--- src/rtl/i2c_master_write_sequencer_core_macros.svh ---
// ----------------------------------------------------------------------------
// I2C master write sequencer assertion macros
// Shared property wrappers, clocked on clk and disabled while rst_n is low.
// ----------------------------------------------------------------------------
`ifndef I2C_MASTER_WRITE_SEQUENCER_CORE_MACROS_SVH
`define I2C_MASTER_WRITE_SEQUENCER_CORE_MACROS_SVH

// The consequent must hold in the same cycle as the antecedent.
`define I2CW_ASSERT_NOW(lbl, ante, cons, msg) \
    lbl: assert property (@(posedge clk) disable iff (!rst_n) (ante) |-> (cons)) \
        else $error(msg);

// The consequent must hold in the cycle after the antecedent.
`define I2CW_ASSERT_NEXT(lbl, ante, cons, msg) \
    lbl: assert property (@(posedge clk) disable iff (!rst_n) (ante) |=> (cons)) \
        else $error(msg);

`endif

--- src/rtl/i2cw_pkg.sv ---
// ----------------------------------------------------------------------------
// I2C master write sequencer package
// Command codes, the queued command record and queue sizing.
// ----------------------------------------------------------------------------
`timescale 1ns / 1ps
`default_nettype none

package i2cw_pkg;

    // Request codes as they arrive on req_type; the fourth code is ignored.
    localparam logic [1:0] KIND_BEGIN = 2'd0;
    localparam logic [1:0] KIND_DATA  = 2'd1;
    localparam logic [1:0] KIND_END   = 2'd2;
    localparam logic [1:0] KIND_NONE  = 2'd3;

    // Bit index of the acknowledge clock inside a byte.
    localparam logic [3:0] ACK_BIT = 4'd8;

    // Step codes inside one bit slot: data set-up, clock high, clock low.
    localparam logic [1:0] SLOT_SDA = 2'd0;
    localparam logic [1:0] SLOT_HI  = 2'd1;
    localparam logic [1:0] SLOT_LO  = 2'd2;

    // Step codes of the start prefix and of the stop sequence.
    localparam logic [1:0] SEQ_0 = 2'd0;
    localparam logic [1:0] SEQ_1 = 2'd1;
    localparam logic [1:0] SEQ_2 = 2'd2;
    localparam logic [1:0] SEQ_3 = 2'd3;

    // Command queue between front and back.
    localparam int QDEPTH = 2;
    localparam int QAW    = 1;
    localparam int QCW    = 2;

    typedef struct packed {
        logic [1:0] kind;
        logic [7:0] payload;  // address with write bit, or data byte
        logic       ack;      // SDA level at the acknowledge clock
    } cmd_t;

endpackage

`default_nettype wire

--- src/rtl/i2cw_front.sv ---
// ----------------------------------------------------------------------------
// I2C write sequencer front end
// Accepts request beats, drops the unused code and forms queue commands.
// ----------------------------------------------------------------------------
`timescale 1ns / 1ps
`default_nettype none

module i2cw_front
    import i2cw_pkg::*;
(
    input  wire logic       clk,
    input  wire logic       rst_n,
    input  wire logic       in_valid,
    output logic            in_stall,
    input  wire logic [1:0] req_type,
    input  wire logic [6:0] slave_addr,
    input  wire logic [7:0] data_byte,
    input  wire logic       ack_level,
    output logic            push,
    output cmd_t            push_cmd,
    input  wire logic       q_full
);

    logic valid_reg;
    logic valid_next;
    cmd_t cmd_reg;
    cmd_t cmd_next;

    // Holding register stalls only while its command cannot enter the queue.
    assign in_stall = valid_reg && q_full;
    assign push     = valid_reg && !q_full;
    assign push_cmd = cmd_reg;

    always_comb
    begin
        valid_next = valid_reg;
        cmd_next   = cmd_reg;
        if (!in_stall)
        begin
            valid_next       = in_valid && (req_type != KIND_NONE);
            cmd_next.kind    = req_type;
            cmd_next.ack     = ack_level;
            cmd_next.payload = (req_type == KIND_BEGIN) ? {slave_addr, 1'b0} : data_byte;
        end
    end

    always_ff @(posedge clk or negedge rst_n)
    begin
        if (!rst_n)
        begin
            valid_reg <= 1'b0;
        end
        else
        begin
            valid_reg <= valid_next;
        end
    end

    always_ff @(posedge clk)
    begin
        cmd_reg <= cmd_next;
    end

endmodule

`default_nettype wire

--- src/rtl/i2cw_queue.sv ---
// ----------------------------------------------------------------------------
// I2C write sequencer command queue
// Small first-in first-out buffer that decouples front and back.
// ----------------------------------------------------------------------------
`timescale 1ns / 1ps
`default_nettype none

`include "i2c_master_write_sequencer_core_macros.svh"

module i2cw_queue
    import i2cw_pkg::*;
(
    input  wire logic clk,
    input  wire logic rst_n,
    input  wire logic push,
    input  wire cmd_t push_cmd,
    input  wire logic pop,
    output logic      q_full,
    output logic      q_valid,
    output cmd_t      q_cmd
);

    cmd_t             mem [QDEPTH];
    logic [QAW-1:0]   wr_ptr_reg;
    logic [QAW-1:0]   wr_ptr_next;
    logic [QAW-1:0]   rd_ptr_reg;
    logic [QAW-1:0]   rd_ptr_next;
    logic [QCW-1:0]   count_reg;
    logic [QCW-1:0]   count_next;

    assign q_full  = (count_reg == QCW'(QDEPTH));
    assign q_valid = (count_reg != '0);
    assign q_cmd   = mem[rd_ptr_reg];

    always_comb
    begin
        wr_ptr_next = push ? wr_ptr_reg + 1'b1 : wr_ptr_reg;
        rd_ptr_next = pop  ? rd_ptr_reg + 1'b1 : rd_ptr_reg;
        count_next  = count_reg + QCW'(push) - QCW'(pop);
    end

    always_ff @(posedge clk)
    begin
        if (push)
        begin
            mem[wr_ptr_reg] <= push_cmd;
        end
    end

    always_ff @(posedge clk or negedge rst_n)
    begin
        if (!rst_n)
        begin
            wr_ptr_reg <= '0;
            rd_ptr_reg <= '0;
            count_reg  <= '0;
        end
        else
        begin
            wr_ptr_reg <= wr_ptr_next;
            rd_ptr_reg <= rd_ptr_next;
            count_reg  <= count_next;
        end
    end

    `I2CW_ASSERT_NOW(a_no_overflow, push, !q_full, "command pushed into a full queue")
    `I2CW_ASSERT_NOW(a_no_underflow, pop, q_valid, "command popped from an empty queue")
    `I2CW_ASSERT_NOW(a_count_range, 1'b1, count_reg <= QCW'(QDEPTH), "queue count out of range")

endmodule

`default_nettype wire

--- src/rtl/i2cw_back.sv ---
// ----------------------------------------------------------------------------
// I2C write sequencer line stepper
// Walks one command through its SCL/SDA steps into an output register.
// ----------------------------------------------------------------------------
`timescale 1ns / 1ps
`default_nettype none

`include "i2c_master_write_sequencer_core_macros.svh"

module i2cw_back
    import i2cw_pkg::*;
(
    input  wire logic clk,
    input  wire logic rst_n,
    input  wire logic q_valid,
    input  wire cmd_t q_cmd,
    output logic      pop,
    output logic      out_valid,
    input  wire logic out_stall,
    output logic      scl_level,
    output logic      sda_level,
    output logic      sample_point,
    output logic      byte_acked,
    output logic      transfer_ok,
    output logic      last_step
);

    logic       busy_reg,   busy_next;
    logic [1:0] kind_reg,   kind_next;
    logic [7:0] shift_reg,  shift_next;
    logic       ack_reg,    ack_next;
    logic       pfx_reg,    pfx_next;
    logic [1:0] cnt_reg,    cnt_next;
    logic [3:0] bit_reg,    bit_next;
    logic       scl_reg,    scl_next;
    logic       sda_reg,    sda_next;
    logic       all_ok_reg, all_ok_next;
    logic       ov_reg,     ov_next;
    logic       smp_reg,    smp_next;
    logic       bak_reg,    bak_next;
    logic       tok_reg,    tok_next;
    logic       last_reg,   last_next;
    logic       step_go;

    assign pop     = !busy_reg && q_valid;
    assign step_go = busy_reg && (!ov_reg || !out_stall);

    assign out_valid    = ov_reg;
    assign scl_level    = scl_reg;
    assign sda_level    = sda_reg;
    assign sample_point = smp_reg;
    assign byte_acked   = bak_reg;
    assign transfer_ok  = tok_reg;
    assign last_step    = last_reg;

    always_comb
    begin
        busy_next   = busy_reg;
        kind_next   = kind_reg;
        shift_next  = shift_reg;
        ack_next    = ack_reg;
        pfx_next    = pfx_reg;
        cnt_next    = cnt_reg;
        bit_next    = bit_reg;
        scl_next    = scl_reg;
        sda_next    = sda_reg;
        all_ok_next = all_ok_reg;
        ov_next     = ov_reg && out_stall;
        smp_next    = smp_reg;
        bak_next    = bak_reg;
        tok_next    = tok_reg;
        last_next   = last_reg;

        if (pop)
        begin
            busy_next  = 1'b1;
            kind_next  = q_cmd.kind;
            shift_next = q_cmd.payload;
            ack_next   = q_cmd.ack;
            pfx_next   = (q_cmd.kind == KIND_BEGIN);
            cnt_next   = SEQ_0;
            bit_next   = '0;
        end
        else if (step_go)
        begin
            ov_next   = 1'b1;
            smp_next  = 1'b0;
            last_next = 1'b0;
            cnt_next  = cnt_reg + 2'd1;
            if (kind_reg == KIND_END)
            begin
                case (cnt_reg)
                    SEQ_0:   scl_next = 1'b0;
                    SEQ_1:   sda_next = 1'b0;
                    SEQ_2:   scl_next = 1'b1;
                    default:
                    begin
                        sda_next  = 1'b1;
                        last_next = 1'b1;
                    end
                endcase
            end
            else if (pfx_reg)
            begin
                case (cnt_reg)
                    SEQ_0:   sda_next = 1'b1;
                    SEQ_1:   scl_next = 1'b1;
                    SEQ_2:   sda_next = 1'b0;
                    default:
                    begin
                        scl_next = 1'b0;
                        pfx_next = 1'b0;
                    end
                endcase
            end
            else
            begin
                case (cnt_reg)
                    SLOT_SDA: sda_next = (bit_reg == ACK_BIT) ? 1'b1 : shift_reg[7];
                    SLOT_HI:
                    begin
                        scl_next = 1'b1;
                        smp_next = (bit_reg == ACK_BIT);
                    end
                    default:
                    begin
                        scl_next   = 1'b0;
                        cnt_next   = SLOT_SDA;
                        shift_next = {shift_reg[6:0], 1'b0};
                        bit_next   = bit_reg + 4'd1;
                        last_next  = (bit_reg == ACK_BIT);
                    end
                endcase
            end

            // Results reported on the closing step of the command.
            bak_next = last_next && (kind_reg != KIND_END) && !ack_reg;
            tok_next = last_next && (kind_reg == KIND_END) && all_ok_reg;
            if (last_next)
            begin
                busy_next = 1'b0;
                if (kind_reg == KIND_BEGIN)
                begin
                    all_ok_next = !ack_reg;
                end
                else if (kind_reg == KIND_DATA)
                begin
                    all_ok_next = all_ok_reg && !ack_reg;
                end
            end
        end
    end

    always_ff @(posedge clk or negedge rst_n)
    begin
        if (!rst_n)
        begin
            busy_reg   <= 1'b0;
            ov_reg     <= 1'b0;
            scl_reg    <= 1'b1;
            sda_reg    <= 1'b1;
            all_ok_reg <= 1'b1;
        end
        else
        begin
            busy_reg   <= busy_next;
            ov_reg     <= ov_next;
            scl_reg    <= scl_next;
            sda_reg    <= sda_next;
            all_ok_reg <= all_ok_next;
        end
    end

    always_ff @(posedge clk)
    begin
        kind_reg  <= kind_next;
        shift_reg <= shift_next;
        ack_reg   <= ack_next;
        pfx_reg   <= pfx_next;
        cnt_reg   <= cnt_next;
        bit_reg   <= bit_next;
        smp_reg   <= smp_next;
        bak_reg   <= bak_next;
        tok_reg   <= tok_next;
        last_reg  <= last_next;
    end

    `I2CW_ASSERT_NOW(a_sample_lines, ov_reg && smp_reg, scl_reg && sda_reg, "ack sample lines")
    `I2CW_ASSERT_NOW(a_last_lines, ov_reg && last_reg, !scl_reg || sda_reg, "wrong end line state")
    `I2CW_ASSERT_NEXT(a_step_shown, step_go, ov_reg, "line step not presented")

endmodule

`default_nettype wire

--- src/rtl/i2c_master_write_sequencer_core.sv ---
// Path: a request beat is registered in the front end, written into the queue and
// loaded into the stepper when it is free, which then registers its first line step.
// Throughput: one line step per cycle while out_stall is low; begin is 31 steps, data
// 27 and end 4, each loaded into the single line stepper once it is no longer busy.
// Reset (rst_n low, asynchronous): SCL and SDA idle high, acknowledge flag set,
// queue and output register empty.
// ----------------------------------------------------------------------------
// I2C master write sequencer core
// Turns begin, data and end commands into SCL/SDA line steps, one output
// beat per step.
// ----------------------------------------------------------------------------
`timescale 1ns / 1ps
`default_nettype none

module i2c_master_write_sequencer_core
    import i2cw_pkg::*;
(
    input  wire logic       clk,
    input  wire logic       rst_n,
    // Command channel.
    input  wire logic       in_valid,
    output logic            in_stall,
    input  wire logic [1:0] req_type,
    input  wire logic [6:0] slave_addr,
    input  wire logic [7:0] data_byte,
    input  wire logic       ack_level,
    // Line step channel.
    output logic            out_valid,
    input  wire logic       out_stall,
    output logic            scl_level,
    output logic            sda_level,
    output logic            sample_point,
    output logic            byte_acked,
    output logic            transfer_ok,
    output logic            last_step
);

    // The front end registers each beat, folds the address and write bit into
    // one payload byte and discards the unused request code. A two-entry queue
    // lets new commands arrive while the stepper still drives an earlier one.
    cmd_t push_cmd;
    cmd_t q_cmd;
    logic push;
    logic pop;
    logic q_full;
    logic q_valid;

    i2cw_front u_front
    (
        .clk        (clk),
        .rst_n      (rst_n),
        .in_valid   (in_valid),
        .in_stall   (in_stall),
        .req_type   (req_type),
        .slave_addr (slave_addr),
        .data_byte  (data_byte),
        .ack_level  (ack_level),
        .push       (push),
        .push_cmd   (push_cmd),
        .q_full     (q_full)
    );

    i2cw_queue u_queue
    (
        .clk      (clk),
        .rst_n    (rst_n),
        .push     (push),
        .push_cmd (push_cmd),
        .pop      (pop),
        .q_full   (q_full),
        .q_valid  (q_valid),
        .q_cmd    (q_cmd)
    );

    // The stepper holds the persistent line levels and the running acknowledge
    // flag; every line assignment becomes one output beat, even when a level
    // does not change.
    i2cw_back u_back
    (
        .clk          (clk),
        .rst_n        (rst_n),
        .q_valid      (q_valid),
        .q_cmd        (q_cmd),
        .pop          (pop),
        .out_valid    (out_valid),
        .out_stall    (out_stall),
        .scl_level    (scl_level),
        .sda_level    (sda_level),
        .sample_point (sample_point),
        .byte_acked   (byte_acked),
        .transfer_ok  (transfer_ok),
        .last_step    (last_step)
    );

endmodule

`default_nettype wire
--- config.mk ---
export PLATFORM = sky130hd
export DESIGN_NAME = i2c_master_write_sequencer_core
export DESIGN_NICKNAME = d
export VERILOG_FILES = /design/src/rtl/i2cw_pkg.sv /design/src/rtl/i2cw_front.sv /design/src/rtl/i2cw_queue.sv /design/src/rtl/i2cw_back.sv /design/src/rtl/i2c_master_write_sequencer_core.sv
export VERILOG_INCLUDE_DIRS = /design/src /design/src/rtl
export SDC_FILE = /design/constraint.sdc
export NUM_CORES = 1
export LEC_CHECK = 0
export BUFFER_PORTS_ARGS = -buffer_cell sky130_fd_sc_hd__buf_2
export CAP_MARGIN = 15
export CORE_ASPECT_RATIO = 0.8
export CORE_MARGIN = 4
export CORE_UTILIZATION = 31
export CTS_CLUSTER_SIZE = 14
export DETAILED_ROUTE_END_ITERATION = 10
export GPL_TIMING_DRIVEN = 1
export PLACE_DENSITY_LB_ADDON = 0.08
export SLEW_MARGIN = 20
export SYNTH_ARGS = -nofsm -noshare
export SYNTH_HDL_FRONTEND = slang
export SYNTH_SLANG_ARGS = --single-unit
--- constraint.sdc ---
create_clock -name clk -period 2.5 [get_ports clk]
set_input_delay 0.125 -clock clk [delete_from_list [all_inputs] [get_ports clk]]
set_output_delay 0.125 -clock clk [all_outputs]
set_load 0.05 [all_outputs]
==> results.txt <==
Hold Slack -> 0.0662 ns
post-synthesis register bit count -> 65
multi-input gate area in the final layout -> 801 um2
Placed Instances -> 334
CP max-delay cell -> dfxtp_1
Layout Cells excl Fill -> 356
Initial Util -> 0.318
Clock transition at path regs -> 0.08 ns
cts repair resizes -> 0
die area -> 10300 um2
crit path DAT -> 1.91 ns
Post-route DRC -> 0
P_leak -> 0.00133 uW
vias in the first global route -> 1552
CTS H-tree depth -> 3
boundary pin count -> 30
Root Driver -> clkbuf_8
status -> finished clean
# clock sinks -> 65
largest area contributor in the netlist -> edfxtp_1
Worst-Skew Late Latency -> 0.35 ns
Cells after Synth -> 193
Final #Nets -> 270
Core Region -> 8520 um2
clk buf depth -> 2
initial antenna violation count -> 0
Final ANT Viol Nets -> 0
via count -> 1565
Max Freq -> 527 MHz
CP Capture Type -> register
Max-slew headroom -> 0.577
share of cells above drive strength 1 -> 0.275
GR Overflow Total -> 0
slowest stage delay, CP -> 0.40 ns
Hold Path Class -> input port to register
DRT iter0 DRCs -> 58
ant diodes -> 0
Synth warnings -> 0
Layout area overhead -> 20.4%
Setup-failing EPs final -> 0
global-route wire length before repair -> 7850 um
Worst path top cell family by delay -> simple AND/OR/NAND/NOR gates
library cells used by synthesis -> 38
Hold Fails Final Rpt -> 0
Seq/Total Area, Yosys -> 0.681
commonest non-fill, non-tap cell in the layout -> edfxtp_1
TritonCTS Buffers -> 9
Crit Path Class -> register to register
reg2reg setup slack -> 0.60 ns
IO Port Bufs -> 29
min cycle time layout -> 1.90 ns
Slew Limit Fails -> 0
Max Cap Viol -> 0
Synth area leaders -> edfxtp_1 54%, dfrtp_1 6.5%, mux2i_1 4.8%
Post-Syn Nets -> 224
fillers -> 818
register area -> 1850 um2
num rows -> 30
crit-path max FO -> 8
Period Utilization, post-route -> 0.758
pwr/cell area -> 1170 nW/um2
max reg flops -> 22
hpwl dp -> 3060 um
commonest cells after routing, fill and taps aside -> 49 x edfxtp_1, 29 x buf_2, 22 x nand2_1
GP Congestion -> 0.732
Avg Synthesized Cell Area -> 14.0 um2
critical path cell sequence -> inv_1 > ha_1 > nor2_4 > and4_1 > or2_1
die height -> 91.7 um
Die Wd -> 113 um
Via density -> 4.40
Max IR drop VDD -> 0.386 mV
Mapped Area -> 2710 um2
WL final -> 4580 um
CTS tree -> done
gr usage total -> 0.0990
setup repair after global routing missed its margin -> no
Startpoint Class -> register
Synth top area share -> 0.543
Worst EP required -> 2.51 ns
worst-margin pin slew -> 0.633 ns
Setup Skew -> 0.00852 ns
drt first pass iters -> 4
TNS Setup -> 0 ns
largest net degree at the start of global routing -> 22
post-layout util -> 0.383
CP bufs+invs -> 1
WL per Instance -> 12.9 um
synth_stat cells:
cell / n
buf_4: 1
a21oi_1: 3
nand3_1: 2
inv_1: 11
or2_1: 2
a21o_1: 1
o21ai_0: 11
or2b_4: 1
xnor2_1: 5
nand4_2: 1
edfxtp_1: 49
nor2b_1: 1
and2b_1: 1
nor2_4: 1
or3_1: 2
o211ai_1: 1
clkbuf_1: 2
o22ai_1: 1
nand4_1: 1
a31oi_1: 1
dfstp_2: 3
a22oi_1: 1
o31ai_1: 3
or4_1: 1
ha_1: 9
and3_2: 1
dfxtp_1: 6
inv_2: 1
and3_1: 1
nand2_1: 22
nor3_1: 2
mux2_2: 11
and4_1: 1
dfrtp_1: 7
nor2_1: 11
buf_2: 1
mux2i_1: 13
and3b_1: 1
final timing paths:
path | from | end | cells past startpoint
min in group asynchronous | rst_n | u_queue.wr_ptr_reg$_DFFE_PN0P_ | 2
hold / removal | data_byte[0] | u_front.push_cmd[1]$_SDFFCE_PP0N_ | 2
setup / recovery | u_back.cnt_reg[0]$_SDFFE_PP0P_ | u_back.shift_reg[1]$_DFFE_PP_ | 5
hold reg to reg | u_front.push_cmd[1]$_SDFFCE_PP0N_ | u_queue.mem[0][1]$_DFFE_PP_ | 0
max in group asynchronous | rst_n | u_back.scl_level$_DFFE_PN1P_ | 2
setup reg to reg | u_back.cnt_reg[0]$_SDFFE_PP0P_ | u_back.shift_reg[1]$_DFFE_PP_ | 5
cell type report:
type                            count  area share
Clock buffer                       10      0.0391
Timing Repair Buffer               39      0.0721
Inverter                           12      0.0138
Multi-Input combinational cell    112       0.245
Sequential cell                    65       0.565
Clock inverter                      6      0.0215
Tap cell                          112      0.0429
per-layer routing:
layer	track usage	up-vias	wire (um)
met5	0	-	0
met4	0.0450	0	69
met3	0.0429	7	301
met2	0.134	42	1890
met1	0.136	730	2320
li1	-	786	-
metrics by stage:
step	setup slack (ns)	cell area, um2	power [uW]
global route	0.460	3260	4090
global placement	0.627	3010	2960
detailed placement	0.588	3010	2960
CTS	0.568	3260	3870
finish	0.604	3260	3810
floorplan	0.628	2710	2640
power by group:
group / internal, uW / leakage [uW] / switching, uW
Sequential: 1630 / 0.000631 / 164
Clock: 463 / 0.0000887 / 426
Combinational: 417 / 0.000612 / 706
Total: 2510 / 0.00133 / 1300
kinds of logic after synthesis:
| kind of cell | Yosys count | share of synthesized area |
|---|---|---|
| buf+inv | 16 | 0.0240 |
| flops | 65 | 0.681 |
| simple gates | 52 | 0.0969 |
| mux | 24 | 0.0937 |
| compound gates | 22 | 0.0471 |
| xor+xnor | 5 | 0.0162 |
| fa+ha+maj | 9 | 0.0415 |
timing repair:
action	in CTS	in global routing
hold buffers	6	0
buffers inserted	0	0
hold endpoints to repair	15	0
Note: power is estimated with default switching activity, not from simulation.
